File: src/rtl/gps_pkg.sv
`timescale 1ns / 1ps
// ----------------------------------------------------------------------------
// gps_pkg
// shared types and constants for the particle gravity step block
// ----------------------------------------------------------------------------
package gps_pkg;

  localparam int NumParticles = 4;

  localparam logic KIND_LOAD = 1'b0;
  localparam logic KIND_STEP = 1'b1;

  localparam logic [1:0] REG_SOURCE_X = 2'd0;
  localparam logic [1:0] REG_SOURCE_Y = 2'd1;
  localparam logic [1:0] REG_STRENGTH = 2'd2;
  localparam logic [1:0] REG_MIN_DIST = 2'd3;

  localparam logic [31:0] SOURCE_X_RST = 32'd41943040;
  localparam logic [31:0] SOURCE_Y_RST = 32'd23592960;
  localparam logic [31:0] STRENGTH_RST = 32'd1920000;
  localparam logic [30:0] MIN_DIST_RST = 31'd655360;

  // acceleration magnitude limit, 2^33
  localparam logic [33:0] ACC_LIMIT = 34'h2_0000_0000;

  // request to the iterative divider
  typedef struct packed {
    logic         start;
    logic [127:0] num;
    logic [95:0]  den;
  } div_req_t;

  typedef struct packed {
    logic         done;
    logic [127:0] quo;
  } div_rsp_t;

  // clamp a 36-bit signed sum to 32 bits, flag when clamped
  function automatic logic [32:0] sat32(input logic signed [35:0] v);
    logic [32:0] r;
    if (v > 36'sd2147483647) begin
      r = {1'b1, 32'h7fff_ffff};
    end else if (v < -36'sd2147483648) begin
      r = {1'b1, 32'h8000_0000};
    end else begin
      r = {1'b0, v[31:0]};
    end
    return r;
  endfunction

endpackage

File: src/rtl/gps_div.sv
`timescale 1ns / 1ps
// ----------------------------------------------------------------------------
// gps_div
// restoring divider, one quotient bit per cycle, 128-bit numerator
// ----------------------------------------------------------------------------
module gps_div (
  input  logic              clk,
  input  logic              rst,
  input  gps_pkg::div_req_t req,
  output gps_pkg::div_rsp_t rsp
);
  import gps_pkg::*;

  logic         busy;
  logic         done;
  logic [6:0]   count;
  logic [127:0] quo;
  logic [96:0]  rem;
  logic [95:0]  den;
  logic [97:0]  trial;
  logic [96:0]  shifted;

  assign shifted = {rem[95:0], quo[127]};
  assign trial   = {1'b0, shifted} - {2'b00, den};

  always_ff @(posedge clk) begin
    if (rst) begin
      busy <= 1'b0;
      done <= 1'b0;
    end else begin
      done <= 1'b0;
      if (req.start) begin
        busy  <= 1'b1;
        count <= '0;
        quo   <= req.num;
        rem   <= '0;
        den   <= req.den;
      end else if (busy) begin
        if (!trial[97]) begin
          rem <= trial[96:0];
          quo <= {quo[126:0], 1'b1};
        end else begin
          rem <= shifted;
          quo <= {quo[126:0], 1'b0};
        end
        count <= count + 7'd1;
        if (count == 7'd127) begin
          busy <= 1'b0;
          done <= 1'b1;
        end
      end
    end
  end

  assign rsp = {done, quo};

  property p_done_after_busy;
    @(posedge clk) disable iff (rst) rsp.done |-> $past(busy);
  endproperty
  a_done_after_busy: assert property (p_done_after_busy) else $error("done without busy");

  property p_start_busy;
    @(posedge clk) disable iff (rst) req.start |=> busy;
  endproperty
  a_start_busy: assert property (p_start_busy) else $error("start did not set busy");

  property p_remainder_bound;
    @(posedge clk) disable iff (rst) busy |-> (rem < {1'b0, den});
  endproperty
  a_remainder_bound: assert property (p_remainder_bound) else $error("remainder out of range");

endmodule

File: config.mk
export PLATFORM = sky130hd
export DESIGN_NAME = gps_div
export DESIGN_NICKNAME = d
export VERILOG_FILES = /design/src/rtl/gps_pkg.sv /design/src/rtl/gps_div.sv
export SDC_FILE = /design/constraint.sdc
export NUM_CORES = 1
export LEC_CHECK = 0
export BUFFER_PORTS_ARGS = -buffer_cell sky130_fd_sc_hd__buf_2
export CAP_MARGIN = 20
export CORE_MARGIN = 5
export CORE_UTILIZATION = 50
export CTS_CLUSTER_SIZE = 12
export DETAILED_ROUTE_END_ITERATION = 10
export PLACE_DENSITY_LB_ADDON = 0.2
export SYNTH_ARGS = -nofsm -noshare
export SYNTH_HDL_FRONTEND = slang
export SYNTH_SLANG_ARGS = --single-unit
File: constraint.sdc
create_clock -name clk -period 22.4 [get_ports clk]
set_input_delay 1.12 -clock clk [delete_from_list [all_inputs] [get_ports clk]]
set_output_delay 1.12 -clock clk [all_outputs]
set_load 0.02 [all_outputs]
==> metrics, run 1 <==
RSZ-0062 raised after global routing no; Slowest-stage cell, CP buf_4; CTS Buffer Depth 3; Cell Pwr Density 80.9 nW/µm²; DR iter-0 viols 1226; Slew HR 29.4%; critical path type flip-flop to flip-flop; mapped cell area 19500 µm²; Pint 1.27 mW; Residual DRC 0; DPL Wire Length 42900 µm; Final TNS setup 0 ns; Netlist cell types 79; GRT Overall Usage 25.2%; Post-Syn Nets 2168; Main synth FF type edfxtp_1; drt pass-1 iters 5; CTS Hold Bufs 0; Die Span Y 208 µm; via/cell ratio 5.75; Routed Antenna Nets 0; H-Tree Depth 2; Peak VDD IR 67.5 µV; Psw 0.578 mW; post-route minimum period 4.51 ns; slowest stage delay, CP 0.74 ns; Final Cycle Share 20.1%; Util after Layout 59.2%; Post-CTS Setup Bufs 0; status finished clean; Gate power share 26.4%; Final Hold Violating Endpoints 0; Die ar. 43100 µm²; initial antenna violation count 25; Synth Register Bits 329; Max Cap Viol 0; syn_area_per_cell 10.6 µm²; leakage power 9.30 nW; fmax 222 MHz; EDFF count, synth 327; Worst-Skew Late Latency 0.56 ns; switch share 31.2%; Area Overhead vs Synth 17.3%; Hold Path Origin busy; Worst Setup SP rem[9]; Post-Route WL 56700 µm; Sequential Power Share 41.5%; R2R Path Start rem[9]; critical path launch point type flip-flop; fin. max-slew vios 0; largest net degree at the start of global routing 93; row count 72; vias in the first global route 15400; cell count after synthesis 1843; endpoint class of the critical path flip-flop; Starting Density 50.5%; Fill cells 3350; layout cells sized above 1 26.3%; CP cell instances ha_1, nand2_1, nor4_1, o2111ai_2, a211oi_1, a21o_1, o31a_2, a31oi_4, o211ai_4, buf_4, nand2b_1, o32ai_1; Die W 208 µm; clk root buf clkbuf_16; Post-synth ARST share 0%; core area 38600 µm²; Syn. warnings 0; TritonCTS Buffers 38; Top Ports 356; worst-margin pin slew 1.06 ns; sequential share of the synthesized area 50.5%; Hold Crit Class flip-flop to flip-flop; CTS tree yes; Setup Skew 0.0124 ns; Crit Path Max Fanout 92; clock share of power 32.1%; first-pass GRT wire length 86600 µm; final setup fails 0; crit path DAT 4.89 ns; total congestion overflow 0; drt wl/cell 20.9 µm; # resized after CTS 0; routed vias 15600; Reg clk slew, reported paths 0.06 ns; routability-driven placement congestion ratio 0.918; Clock Sinks 329; Req. time, crit path 22.78 ns; Final #Nets 2489; port bufs 355
==> metal layers <==
metal  global-route usage, %  share of wire (%)  vias to the layer above
li1                        -                  -                     7464
met2                    40.3                 46                      589
met4                    9.94                4.2                       24
met3                    6.47                7.8                      139
met1                    33.0                 42                     7422
met5                       0               0.28                        -
==> layout by cell type, fill, tap and decap left out, types with 9 or more instances in the layout <==
cell type / count
and3_1: 9
nor2_1: 105
o21ai_1: 10
a31oi_1: 9
nand2b_1: 16
nand2_1: 217
o21ai_0: 86
o21a_1: 14
diode_2: 9
clkbuf_16: 38
mux2_2: 128
xnor2_1: 48
or3_1: 12
o31ai_1: 11
nor3_1: 21
a211oi_1: 21
o21bai_1: 25
inv_1: 128
ha_1: 97
edfxtp_1: 327
xor2_1: 29
buf_2: 354
nand4_1: 46
a21o_1: 35
nand3_1: 14
clkbuf_1: 16
buf_4: 10
a21oi_1: 225
==> logic make-up after synthesis <==
group,Yosys count,share of synthesized area [%]
muxes,130,7.49
DFF,329,50.5
adders and majority gates,98,6.32
AOI/OAI and AO/OA,504,16.1
buffers and inverters,214,4.48
and+or+nand+nor,491,11.6
xor gates and xnor gates,77,3.46
==> Yosys cell counts, types with 5 or more instances <==
master / n / share of area [%]
a211o_1: 7 / 0.31
a211oi_1: 21 / 0.81
a21o_1: 35 / 1.3
a21oi_1: 225 / 5.8
a22o_1: 8 / 0.36
a31oi_1: 9 / 0.29
a32o_1: 5 / 0.26
and3_1: 9 / 0.29
buf_2: 21 / 0.54
buf_4: 11 / 0.42
clkbuf_1: 48 / 0.92
edfxtp_1: 327 / 50
ha_1: 97 / 6.2
inv_1: 128 / 2.5
mux2_2: 128 / 7.4
nand2_1: 217 / 4.2
nand2b_1: 16 / 0.51
nand3_1: 14 / 0.36
nand4_1: 46 / 1.5
nor2_1: 106 / 2.0
nor2b_1: 9 / 0.29
nor3_1: 21 / 0.54
nor4_1: 8 / 0.26
o211ai_1: 6 / 0.23
o21a_1: 14 / 0.54
o21ai_0: 86 / 2.2
o21ai_1: 10 / 0.26
o21bai_1: 25 / 0.96
o31ai_1: 11 / 0.42
or2_2: 7 / 0.22
or3_1: 12 / 0.38
xnor2_1: 48 / 2.2
xor2_1: 29 / 1.3
==> registers in the layout, indices dropped and copies added, names as in the netlist <==
register / flops
quo: 128
den: 96
rem: 96
count: 7
busy: 1
done: 1
==> through the flow <==
stage	hold WS [ns]	area [µm²]	instances	power (mW)	setup slack [ns]
after floorplan	0.460	19500	1843	1.13	10.24
after global placement	0.486	21600	2640	1.26	18.08
after detailed placement	0.491	21600	2640	1.26	17.92
after CTS	0.503	22800	2708	1.86	17.84
after global routing	0.530	22900	2713	1.95	17.54
final	0.495	22900	2719	1.85	17.89
==> final cells by class <==
cell class                      count  area (µm²)  area share [%]
Inverter                          128         480            2.10
Antenna cell                        9        22.5          0.0984
Sequential cell                   329        9860            43.1
Timing Repair Buffer              367        1900            8.32
Clock inverter                     13         144           0.629
Clock buffer                       55        1020            4.48
Tap cell                          518         648            2.83
Multi-Input combinational cell   1300        8800            38.4
==> power groups by stage <==
| stage | registers (mW) | clock network (mW) | logic, mW |
|---|---|---|---|
| final | 0.768 | 0.595 | 0.489 |
| after global routing | 0.773 | 0.636 | 0.539 |
| after CTS | 0.768 | 0.609 | 0.484 |
| after detailed placement | 0.780 | 0 | 0.481 |
| after global placement | 0.778 | 0 | 0.477 |
| after floorplan | 0.801 | 0 | 0.334 |
==> critical path, delay by kind of cell, from the launching register on <==
| kind | cells | cell delay, ns |
|---|---|---|
| AO/OA/AOI/OAI | 7 | 1.76 |
| adder cells (fa/ha/maj) | 1 | 0.43 |
| buffers and inverters | 1 | 0.74 |
| flip-flops | 1 | 0.40 |
| AND/OR/NAND/NOR | 3 | 0.89 |
==> worst paths after layout <==
| check | end | slack (ns) | depth (start not counted) |
|---|---|---|---|
| max | rem[54] | 17.89 | 12 |
| min | done | 0.49 | 1 |
| max reg2reg | rem[54] | 17.89 | 12 |
| min reg2reg | done | 0.49 | 1 |
(Power assumes the default switching activity.)
==> run 2, diff against run 1 <==
--- a/config.mk
+++ b/config.mk
@@ -5,6 +5,7 @@
 export SDC_FILE = /design/constraint.sdc
 export NUM_CORES = 1
 export LEC_CHECK = 0
+export ABC_AREA = 1
 export BUFFER_PORTS_ARGS = -buffer_cell sky130_fd_sc_hd__buf_2
 export CAP_MARGIN = 20
 export CORE_MARGIN = 5
==> constraint.sdc (replaced) <==
create_clock -name clk -period 4.45 [get_ports clk]
set_input_delay 0.2225 -clock clk [delete_from_list [all_inputs] [get_ports clk]]
set_output_delay 0.2225 -clock clk [all_outputs]
set_load 0.02 [all_outputs]
==> metrics, run 2 <==
status finished clean; Routed Antenna Nets 0; CTS tree yes; Util after Layout 63.2%; slowest stage delay, CP 0.60 ns; Max Cap Viol 0; Slowest-stage cell, CP nand2_2; worst path bufs/invs 3; Yosys top cell by area edfxtp_1; RSZ-0062 raised after global routing no; leakage power 16.1 nW; Clock Sinks 329; Die W 227 µm; drt pass-1 iters 6; EDFF count, synth 327; Final Cycle Share 74.7%; Reg clk slew, reported paths 0.07 ns; routability-driven placement congestion ratio 1.03; Die Span Y 227 µm; critical path type flip-flop to flip-flop; routed vias 23700; Commonest cells post-synth 1518 x nand2_1, 711 x inv_1, 335 x nor2_1, 327 x edfxtp_1, 111 x nand3_1; crit path DAT 3.66 ns; Crit Path Max Fanout 46; Peak VDD IR 475 µV; largest net degree at the start of global routing 186; CP cell instances ha_1, nand2_1, inv_1, nand2_1, nand2_1, clkinv_1, nand2_1, nand2_1, nand2_1, nand2_1, nand2_1, a21oi_4, nand2_8, nand2_2, nand2_1, nand2_1, inv_1; max reg flops 128; Post-Route WL 84500 µm; DPL Wire Length 63600 µm; post-route minimum period 3.33 ns; DR iter-0 viols 2476; Largest regs quo (128), den (96), rem (96); TritonCTS Buffers 38; fin. max-slew vios 0; total congestion overflow 0; Residual DRC 0; initial antenna violation count 1; Synth top area share 41.8%; Cell Pwr Density 365 nW/µm²; Req. time, crit path 4.78 ns; count leader, synth nand2_1; Post-synth ARST share 0%; Final Hold Violating Endpoints 0; Post-Syn Nets 3798; worst-margin pin slew 1.08 ns; fmax 301 MHz; sequential share of the synthesized area 42.0%; Setup Skew 0.0402 ns; Largest delay share family, worst path simple AND/OR/NAND/NOR gates; vias in the first global route 22900; Die ar. 51400 µm²; Main synth FF type edfxtp_1; drt wl/cell 18.0 µm; largest reg by FF count quo; placed inst area 25800 µm²; worst setup margin 1.12 ns; Slew HR 28.0%; top post-synthesis cells by area edfxtp_1 42%, nand2_1 24%, inv_1 11%; Netlist cell types 39; critical path launch point type flip-flop; Syn. warnings 0; clk root buf clkbuf_16; Worst-Skew Late Latency 0.60 ns; final setup fails 0; Area Overhead vs Synth 25.0%; endpoint class of the critical path flip-flop; syn_area_per_cell 6.76 µm²; via/cell ratio 5.07; row count 79; cell count after synthesis 3473; Top Ports 356; Post-CTS Setup Bufs 0; most frequent cells in the layout 1518 x nand2_1, 711 x inv_1, 354 x buf_2, 334 x nor2_1, 327 x edfxtp_1; most common cell after layout, fill and taps aside nand2_1; Final #Nets 4366; GRT Overall Usage 32.0%; H-Tree Depth 2; layout cells sized above 1 11.6%; Starting Density 50.5%; Hold Crit Class primary input to flip-flop; design area 29300 µm²; first-pass GRT wire length 127000 µm; Final TNS setup 0 ns; post-place setup slack 1.14 ns; Top cell by count, worst path nand2_1; mapped cell area 23500 µm²; CTS Buffer Depth 3; Synth Register Bits 329; core area 46500 µm²; port bufs 355
==> run 2: power breakdown <==
group | switching (mW) | internal [mW] | leakage (nW)
clock | 1.35 | 1.85 | 0.602
combinational | 2.42 | 1.16 | 12.3
sequential | 0.142 | 3.79 | 3.17
==> run 2: tightest hold or removal path, stage by stage <==
cell,delay [ns]
buf_2,0.08
nand2_1,0.10
nand2_1,0.09
==> run 2: routing by layer <==
metal  part of all wire (%)  GRT usage, %
met1                     41          42.7
met2                     46          53.2
met3                    8.6          5.54
met4                    3.8          10.2
met5                      0             0
==> run 2: cells by family (layout without fill, tap and decap cells) <==
| logic type | Yosys count | after routing | synth area share (%) |
|---|---|---|---|
| adders and majority gates | 98 | 98 | 5.25 |
| other | 0 | 3 | 0 |
| buffers and inverters | 790 | 1388 | 13.0 |
| xor gates and xnor gates | 49 | 49 | 1.83 |
| AOI/OAI and AO/OA | 146 | 146 | 3.29 |
| DFF | 329 | 329 | 42.0 |
| and+or+nand+nor | 2061 | 2061 | 34.7 |
==> run 2: repair_timing <==
item,CTS,global route
resized for setup,0,0
endpoints found under the hold margin,224,0
endpoints found under the setup margin,0,0
hold buffers,224,0
==> run 2: final cells by class <==
class / instances / area, µm²
multi-input combinational: 2354 / 10600
clock inverter: 13 / 188
inverter: 730 / 2760
fill: 4250 / 17100
sequential: 329 / 9860
tap: 607 / 759
clock buffer: 57 / 1060
timing repair buffer: 588 / 4110
antenna: 3 / 7.51
==> run 2: final timing paths <==
| check | from | endpoint | slack [ns] | cells after the start |
|---|---|---|---|---|
| max reg2reg | rem[39] | rem[91] | 1.12 | 17 |
| min reg2reg | quo[16] | quo[17] | 0.54 | 2 |
| min | req[139] | quo[43] | 0.04 | 3 |
| max | rem[39] | rem[91] | 1.12 | 17 |
==> run 2: through the flow <==
stage / hold WS, ns / total power [mW] / cells
after global routing: 0.0109 / 11.3 / 4679
after global placement: 0.399 / 7.30 / 4384
after CTS: 0.000581 / 10.7 / 4678
after detailed placement: 0.401 / 7.31 / 4384
after floorplan: 0.321 / 6.29 / 3473
final: 0.0364 / 10.7 / 4681
==> run 3, diff against run 2 <==
==> constraint.sdc (replaced) <==
create_clock -name clk -period 2.9 [get_ports clk]
set_input_delay 0.145 -clock clk [delete_from_list [all_inputs] [get_ports clk]]
set_output_delay 0.145 -clock clk [all_outputs]
set_load 0.02 [all_outputs]
==> metrics, run 3 (synthesis results as in run 2) <==
port bufs 355; Slew HR 46.2%; Util after Layout 66.4%; most frequent cells in the layout 1498 x nand2_1, 711 x inv_1, 354 x buf_2, 327 x edfxtp_1, 322 x nor2_1; Die Span Y 227 µm; total congestion overflow 0; H-Tree Depth 2; Final Cycle Share 98.4%; CP cell instances ha_1, nand2_1, nor2_4, nand2_1, nand2_2, nand2_1, nand2_1, nand2_1, nand2_1, a21oi_4, buf_4, nand2_4, buf_4, buf_4, nand3_1, nand2_1, inv_1; largest net degree at the start of global routing 102; CTS Buffer Depth 3; largest reg by FF count quo; Clock Sinks 329; R2R Path Start rem[36]; worst-margin pin slew 0.807 ns; slowest stage delay, CP 0.42 ns; post-route minimum period 2.85 ns; Largest regs quo (128), den (96), rem (96); Setup Skew 0.0342 ns; most common cell after layout, fill and taps aside nand2_1; critical path type flip-flop to flip-flop; endpoint class of the critical path flip-flop; Starting Density 50.5%; placed inst area 27000 µm²; fin. max-slew vios 0; DR iter-0 viols 2430; Top Ports 356; design area 30900 µm²; drt pass-1 iters 6; Pint 10.6 mW; Sequential Power Share 35.9%; Reg clk slew, reported paths 0.06 ns; Worst-Skew Late Latency 0.59 ns; final setup fails 0; leakage power 16.8 nW; Crit Path Max Fanout 5; via/cell ratio 5.07; Fill cells 4080; Top cell by count, worst path nand2_1; crit path DAT 3.17 ns; RSZ-0062 raised after global routing yes; Gate power share 37.0%; routed vias 24500; Hold Path Origin req[224]; critical path launch point type flip-flop; fmax 350 MHz; Die ar. 51400 µm²; Slowest-stage cell, CP edfxtp_1; worst setup margin 0.0451 ns; CTS tree yes; vias in the first global route 23700; post-place setup slack -0.0296 ns; core area 46500 µm²; Routed Antenna Nets 0; drt wl/cell 18.2 µm; status finished clean; final hold slack 0.0345 ns; Final #Nets 4520; clock share of power 27.1%; Die W 227 µm; TritonCTS Buffers 38; Req. time, crit path 3.22 ns; switch share 37.1%; Cell Pwr Density 547 nW/µm²; first-pass GRT wire length 131000 µm; Post-Route WL 87800 µm; Peak VDD IR 568 µV; Max Cap Viol 0; Final TNS setup 0 ns; Worst Setup SP rem[36]; Psw 6.27 mW; layout cells sized above 1 16.1%; max reg flops 128; DPL Wire Length 65800 µm; initial antenna violation count 2; GRT Overall Usage 33.1%; Final Hold Violating Endpoints 0; row count 79; routability-driven placement congestion ratio 1.04; clk root buf clkbuf_16; Hold Crit Class primary input to flip-flop; Residual DRC 0; Area Overhead vs Synth 31.4%
run 3: changes by cell type in the layout (fill, tap and decap cells not counted), moves of 7 or more:
cell / change
buf_4: +143
ha_1: -20
nand2_1: -20
nand2_2: +19
ha_4: +14
nor2_1: -12
clkinv_1: +7
nor2_2: +7
run 3: cell type report:
class	count	area, µm²	share of cell area (%)
Timing Repair Buffer	740	5360	17.4
Sequential cell	329	9860	32.0
Antenna cell	6	15.0	0.0487
Tap cell	607	759	2.46
Inverter	730	2760	8.93
Clock inverter	18	154	0.499
Multi-Input combinational cell	2356	11000	35.5
Clock buffer	48	988	3.20
run 3: worst paths after layout:
check / endpoint / slack, ns / cells after the start
hold / removal: quo[48] / 0.03 / 3
setup / recovery: rem[77] / 0.05 / 17
hold reg to reg: quo[104] / 0.53 / 2
setup reg to reg: rem[77] / 0.05 / 17
run 3: power by group through the flow:
stage          sequential [mW]  clock [mW]  combinational, mW
3_5_place_dp              6.11           0               5.61
6_report                  6.06        4.58               6.24
2_1_floorplan             6.25           0               3.40
5_1_grt                   6.09        4.82               6.86
4_1_cts                   6.03        4.63               5.89
3_3_place_gp              6.11           0               5.57
run 3: what timing repair did:
item / 4_1_cts / 5_1_grt
pin swaps: 0 / 5
setup buffers: 0 / 7
gates resized for setup: 3 / 73
hold buffers: 225 / 0
endpoints found under the hold margin: 226 / 0
gates cloned: 0 / 3
endpoints found under the setup margin: 3 / 95
run 3: critical path: cells and delay by family (launching register included):
family / cells / cell delay, ns
AOI/OAI and AO/OA: 1 / 0.11
adders and majority gates: 1 / 0.33
buffers and inverters: 4 / 0.46
DFF: 1 / 0.42
and+or+nand+nor: 11 / 1.27
run 3: layer usage:
layer | up-vias | routed length, µm | global-route usage, %
met5 | - | 0 | 0
met4 | 0 | 4080 | 12.2
met3 | 241 | 7180 | 5.46
met2 | 1142 | 39900 | 53.8
met1 | 11200 | 36700 | 44.8
li1 | 11900 | - | -
run 3: per-stage QoR:
| step | power [mW] | instances |
|---|---|---|
| finish | 16.9 | 4834 |
| global route | 17.8 | 4830 |
| CTS | 16.5 | 4818 |
| detailed placement | 11.7 | 4527 |
| global placement | 11.7 | 4527 |
| floorplan | 9.65 | 3473 |
